## src/u8d_pkg.sv

```systemverilog
package u8d_pkg;

	localparam int unsigned ByteW = 8;
	localparam int unsigned CpW   = 23;
	localparam int unsigned RemW  = 2;

	// lead byte prefixes
	localparam logic [ByteW-1:0] Lead4Mask = 8'hF0;
	localparam logic [ByteW-1:0] Lead3Mask = 8'hE0;

	// continuation bytes still expected
	localparam logic [RemW-1:0] RemNone  = 2'd0;
	localparam logic [RemW-1:0] RemOne   = 2'd1;
	localparam logic [RemW-1:0] RemTwo   = 2'd2;
	localparam logic [RemW-1:0] RemThree = 2'd3;

	typedef struct packed {
		logic [RemW-1:0] remaining;
		logic [CpW-1:0]  partial;
	} dec_state_t;

	typedef struct packed {
		logic           emit;
		logic [CpW-1:0] code_point;
	} dec_result_t;

endpackage

```

## src/utf8_byte_stream_decoder_unit.sv

```systemverilog
// UTF-8 byte stream decoder: one byte per item in, one code point out when the
// last byte of a sequence arrives (ASCII bytes come out alone). It takes one
// byte every cycle unless the output register is full and stalled. The last
// byte of a sequence is held in the input register, and the decoded code point
// loads the output register as that byte advances. The sequence state register
// updates as each byte advances, so back pressure on the output only stalls the
// input when the output register is still full. No validation is done: malformed
// bytes decode by their prefix bits, and a truncated sequence absorbs the bytes after it.
module utf8_byte_stream_decoder_unit
	import u8d_pkg::*;
(
	input  logic        clk,
	input  logic        arst_n,
	input  logic        s_axis_tvalid,
	output logic        s_axis_tready,
	input  logic [7:0]  s_axis_tdata,   // [7:0] data_byte
	output logic        m_axis_tvalid,
	input  logic        m_axis_tready,
	output logic [23:0] m_axis_tdata    // [22:0] code_point, [23] zero
);

	logic             valid_s1;
	logic [ByteW-1:0] data_byte_s1;
	dec_state_t       state_q;
	dec_state_t       state_nxt;
	dec_result_t      res;
	logic             m_valid_q;
	logic [CpW-1:0]   code_point_q;
	logic             out_free;
	logic             advance;

	assign out_free = !m_valid_q || m_axis_tready;
	assign advance = valid_s1 && out_free;
	assign s_axis_tready = !valid_s1 || advance;

	always_ff @(posedge clk or negedge arst_n) begin
		if (!arst_n) begin
			valid_s1 <= 1'b0;
		end else if (s_axis_tready) begin
			valid_s1 <= s_axis_tvalid;
		end
	end

	always_ff @(posedge clk) begin
		if (s_axis_tready && s_axis_tvalid) begin
			data_byte_s1 <= s_axis_tdata;
		end
	end

	u8d_decode u_decode (
		.data_byte (data_byte_s1),
		.cur       (state_q),
		.nxt       (state_nxt),
		.res       (res)
	);

	always_ff @(posedge clk or negedge arst_n) begin
		if (!arst_n) begin
			state_q <= '0;
			m_valid_q <= 1'b0;
		end else begin
			if (advance) begin
				state_q <= state_nxt;
			end
			if (advance && res.emit) begin
				m_valid_q <= 1'b1;
			end else if (m_axis_tready) begin
				m_valid_q <= 1'b0;
			end
		end
	end

	always_ff @(posedge clk) begin
		if (advance && res.emit) begin
			code_point_q <= res.code_point;
		end
	end

	assign m_axis_tvalid = m_valid_q;
	assign m_axis_tdata = {1'b0, code_point_q};

endmodule

```

## src/u8d_decode.sv

```systemverilog
module u8d_decode
	import u8d_pkg::*;
(
	input  logic [ByteW-1:0] data_byte,
	input  dec_state_t       cur,
	output dec_state_t       nxt,
	output dec_result_t      res
);

	logic [CpW-1:0] contrib;
	logic [CpW-1:0] sum;

	// weight the low seven bits by the position within the sequence
	always_comb begin
		unique case (cur.remaining)
			RemThree: contrib = {4'd0, data_byte[6:0], 12'd0};
			RemTwo:   contrib = {10'd0, data_byte[6:0], 6'd0};
			default:  contrib = {16'd0, data_byte[6:0]};
		endcase
	end

	assign sum = cur.partial + contrib;

	always_comb begin
		nxt = cur;
		res.emit = 1'b0;
		res.code_point = sum;
		if (cur.remaining != RemNone) begin
			nxt.remaining = cur.remaining - RemOne;
			if (cur.remaining == RemOne) begin
				res.emit = 1'b1;
				nxt.partial = '0;
			end else begin
				nxt.partial = sum;
			end
		end else if (!data_byte[7]) begin
			res.emit = 1'b1;
			res.code_point = {15'd0, data_byte};
		end else if ((data_byte & Lead4Mask) == Lead4Mask) begin
			nxt.remaining = RemThree;
			nxt.partial = {1'b0, data_byte[3:0], 18'd0};
		end else if ((data_byte & Lead3Mask) == Lead3Mask) begin
			nxt.remaining = RemTwo;
			nxt.partial = {6'd0, data_byte[4:0], 12'd0};
		end else begin
			nxt.remaining = RemOne;
			nxt.partial = {11'd0, data_byte[5:0], 6'd0};
		end
	end

endmodule

```

## config.mk

```make
export PLATFORM = sky130hd
export DESIGN_NAME = utf8_byte_stream_decoder_unit
export DESIGN_NICKNAME = d
export VERILOG_FILES = /design/src/u8d_pkg.sv /design/src/utf8_byte_stream_decoder_unit.sv /design/src/u8d_decode.sv
export SDC_FILE = /design/constraint.sdc
export NUM_CORES = 1
export LEC_CHECK = 0
export BUFFER_PORTS_ARGS = -buffer_cell sky130_fd_sc_hd__buf_2
export CAP_MARGIN = 5
export CORE_MARGIN = 2
export CORE_UTILIZATION = 40
export CTS_CLUSTER_SIZE = 28
export DETAILED_ROUTE_END_ITERATION = 10
export PLACE_DENSITY = 0.65
export SLEW_MARGIN = 0
export SYNTH_ARGS = -nofsm -noshare
export SYNTH_HDL_FRONTEND = slang
export SYNTH_SLANG_ARGS = --single-unit
```

## constraint.sdc

```tcl
create_clock -name clk -period 4.4 [get_ports clk]
set_input_delay 0.22 -clock clk [delete_from_list [all_inputs] [get_ports clk]]
set_output_delay 0.22 -clock clk [all_outputs]
set_load 0.1 [all_outputs]
```

# Word level (Yosys, flattened, before mapping)
# Index checks and enable logic that the tools add are counted.
# Widths: inputs -> output; s select.
# totals
ff_bits,58
wordCells,36
# classes
addsub,2
n_eq_ne,5
n_mux,12
reduce_logical,11
# ops
op,count
$mux 25,4
$mux 23,2
$pmux 19 s2,1
$mux 24,1
$add 23x19->23,1
$reduce_bool 2->1,3
$eq 2x2->1 const B,2
$eq 4x4->1 const B,1
$mux 1,4
$eq 3x3->1 const B,1
$logic_and 1x1->1,3
$eq 2x1->1 const B,1
$logic_not 1->1,2
$logic_or 1x1->1,2
$reduce_and 2->1,1
$sub 2x1->2 const B,1

# Logic depth before layout (Yosys ltp)
# depth
ltp_word,7
depth_mapped,13
ltp_nobuf,11

# Modules after synthesis
# Synthesis repeated with hierarchy kept, for this count alone.
# hier_totals
hier_cells,353
area_unflattened_um2,3819.9
# modules_own_cells
mod,instances,cells_each,area_per_inst_um2,seq_area_each_um2
utf8_byte_stream_decoder_unit,1,96,2075.7,1606.5
u8d_decode,1,257,1744.2,0.0

# Worst setup path after synthesis
# OpenSTA, ideal clock, no wires.
# synth_timing
kind,register to register
from,register m_valid_q (netlist: m_axis_tvalid)
to,"register code_point_q[0], enable pin"
setup_ns,0.432
arrival_ns,2.735
required_ns,3.968
setup_slack_ns,1.233
path_stages_with_launch,4
synth_period_minus_slack_ns,3.167
path_cell_list,dfrtp_1 nand2b_1 nand2_1 nor3_1
# synth_via
elab_chain_len,4
# synth_rtl
item,line,rtl
"start, declared",utf8_byte_stream_decoder_unit.sv:27,logic m_valid_q;
"start signal, assigned",utf8_byte_stream_decoder_unit.sv:60,m_valid_q <= 1'b0;
"start signal, assigned",utf8_byte_stream_decoder_unit.sv:66,m_valid_q <= 1'b1;
"start signal, assigned",utf8_byte_stream_decoder_unit.sv:68,m_valid_q <= 1'b0;
$logic_not 1->1,utf8_byte_stream_decoder_unit.sv:32,assign out_free = !m_valid_q || m_axis_tready;
$logic_or 1x1->1,utf8_byte_stream_decoder_unit.sv:32,
$logic_and 1x1->1,utf8_byte_stream_decoder_unit.sv:33,assign advance = valid_s1 && out_free;
$logic_and 1x1->1,utf8_byte_stream_decoder_unit.sv:74,if (advance && res.emit) begin
"end signal, assigned",utf8_byte_stream_decoder_unit.sv:75,code_point_q <= res.code_point;
"end, declared",utf8_byte_stream_decoder_unit.sv:28,logic [CpW-1:0] code_point_q;
# Every way passes these cells.
# A chain may end at the register's enable or synchronous reset.

==> results.cfg <==
[sta]
rsz0062_at_grt = false
period_needed_ns = 3.28
skew_ns = 0.0120
fin_setup_tns_ns = 0
finalCritPeriodShare_pct = 74.6
fmax_mhz = 305
slew_headroom_pct = 47.9
setup-violations-final = 0
drv_slew = 0
hold_viol = 0
worst_pin_slew_ns = 0.776

[worst_setup_path]
crit_type = reg -> reg
path_max_fanout = 18
cpMaxStageDelayCell = dfrtp_1
max_stage_delay_ns = 0.65
path_cells = nor2_1 > a22o_1 > ha_1 > a2111oi_0 > o21ai_1 > nand4_1 > o211ai_1 > a21oi_1 > or3_1 > a21oi_1
rr_worst_depth = 10
cp-start-kind = flip-flop
reg2reg_setup_slack_ns = 1.12
r2r-end = code_point_q[21]
worstPathArrival_ns = 3.38
crit_path_frequent_cell = a21oi_1
required_ns = 4.49
critPathCaptureType = flip-flop
rr_startpoint = state_q[23]

[floorplan]
chipWidth_um = 96.8
start_util_pct = 41.5
fp.dieArea_um2 = 9380
rows = 33
ios = 38
fp.dieH_um = 96.8
core_um2 = 8300

[cts]
clk_path_buf_depth = 2
numCtsBuffers = 9
cts_tree = yes
root_buffer = clkbuf_8
clkTransAtPathRegs_ns = 0.07
cts.sinks = 58
hold_buffers = 1
cts_setup_buffers = 0
ctsResizeCount = 0
ctsHtreeMaxLevel = 3
insertion_delay_ns = 0.35

[synth]
synthCells = 350
synth_edf_count = 31
synthesis.nets = 383
yosysTopAreaCellShare_pct = 27.0
synth_top_area_cell = edfxtp_1
ys_types = 53
yosys-top-cells-count = nand2_1, edfxtp_1, nor2_1
synth.avg_cell_area_um2 = 9.85
syn_area_um2 = 3450
yosysWarnings = 0
yosysMostFrequentCell = nand2_1
ys_seq_area_share_pct = 46.6
synth_area_leaders = edfxtp_1, dfrtp_1, ha_1
postSynth.asyncResetShare_pct = 46.6
ys_seq_elements = 58
synth_ff_type = edfxtp_1

[global_route]
grt_pass1_vias = 2803
antenna_found_initial = 0
grt_usage_pct = 19.1
globalRouteOverflowTotal = 0
grt_max_degree = 33
grt_pass1_wl_um = 14300

[finish]
diodes = 0
syn_to_final_growth_pct = 14.4
final_nets = 419
design_area_um2 = 3950
drive_gt1_share_pct = 15.3
final_core_util_pct = 47.5
finalNonFillerCells = 496

[pwr]
powerDensity_nw_per_um2 = 725
power.total_mw = 2.86
leakagePower_nw = 1.74
ir_drop_v = 0.000315

[placed_design]
port_buffers = 36
dp_hpwl_um = 5770
place_inst = 479
place.gp.congestion = 0.866
placed_area_um2 = 3730

[routing]
avgRoutedWirePerCell_um = 16.9
first_pass_iters = 4
ant_nets = 0
drc = 0
detail_route.wirelength_um = 8360
via_per_inst = 5.72
num_vias = 2838
dr.first_iter.drc_count = 199

[flow_run]
drv_cap = 0

[min_path]
min_from = s_axis_tdata[4]
hold_end = data_byte_s1[4]
holdCritPathClass = in -> reg
holdPathStages = 1

[run_status]
status = finished clean
[state kept, by name, summed over array words and instances (netlist names)]
register and count:
code_point_q 23, state_q 25, m_axis_tvalid 1, valid_s1 1, data_byte_s1 8
[metal layers]
layer  share of wire (%)  up-vias  wire length [um]  global-route usage (%)
met1                  46     1388              3860                    25.8
met3                 5.0       13               421                    4.41
li1                    -     1358                 -                       -
met5                   0        -                 0                       0
met2                  47       79              3940                    30.0
met4                 1.7        0               139                    6.72
[critical path: cells and delay by family, from the launching register on]
| kind | cells | cell delay, ns |
|---|---|---|
| flops | 1 | 0.65 |
| fa+ha+maj | 1 | 0.31 |
| simple gates | 3 | 0.49 |
| compound gates | 6 | 1.58 |
[layout by cell type (no fill, tap or decap), types with 5 or more instances in the layout]
master and n:
buf_4 5, a21oi_1 21, inv_1 5, dfrtp_1 27, a21o_1 10, and3_1 10
buf_2 36, a22oi_1 12, and2_1 8, nand2_1 39, nor2_1 28, o21ai_0 11
edfxtp_1 31, ha_1 20, nor2b_1 9, xnor2_1 9, clkbuf_8 9, o21ai_1 22
xor2_1 7
[stage by stage]
step	worst slack, ns	hold WS, ns
finish	1.12	0.0505
global route	0.803	0.0390
CTS	1.20	0.0404
detailed placement	1.26	0.303
global placement	1.35	0.307
floorplan	1.23	-0.0756
[worst max-delay path by stage]
| stage | from | end | slack, ns | depth (start not counted) |
|---|---|---|---|---|
| after floorplan | m_axis_tvalid | code_point_q[0] | 1.23 | 3 |
| after global placement | state_q[23] | code_point_q[21] | 1.35 | 10 |
| after detailed placement | state_q[23] | code_point_q[21] | 1.26 | 10 |
| after CTS | state_q[23] | code_point_q[21] | 1.20 | 10 |
| after global routing | state_q[23] | code_point_q[21] | 0.80 | 10 |
| final | state_q[23] | code_point_q[21] | 1.12 | 10 |
[final cells by class]
| class | instances | area [um^2] |
|---|---|---|
| inverter | 5 | 18.8 |
| fill | 802 | 4350 |
| tap | 105 | 131 |
| multi-input combinational | 270 | 1750 |
| timing repair buffer | 42 | 228 |
| sequential | 58 | 1610 |
| clock inverter | 7 | 83.8 |
| clock buffer | 9 | 124 |
[power breakdown]
part / switching (mW) / internal [mW]
Combinational: 1.12 / 0.337
Clock: 0.220 / 0.312
Sequential: 0.0992 / 0.769
Total: 1.44 / 1.42
[cells by family (layout without fill, tap and decap cells)]
family          after synthesis  in the layout  share of synthesized area (%)
flops                        58             58                           46.6
other cells                   1              1                          0.109
simple gates                123            123                           17.5
fa+ha+maj                    21             21                           7.84
xor+xnor                     16             16                           4.07
compound gates              106            106                           20.1
buf+inv                      22             63                           2.83
mux                           3              3                          0.871
Note: power is estimated with default switching activity, not from simulation.
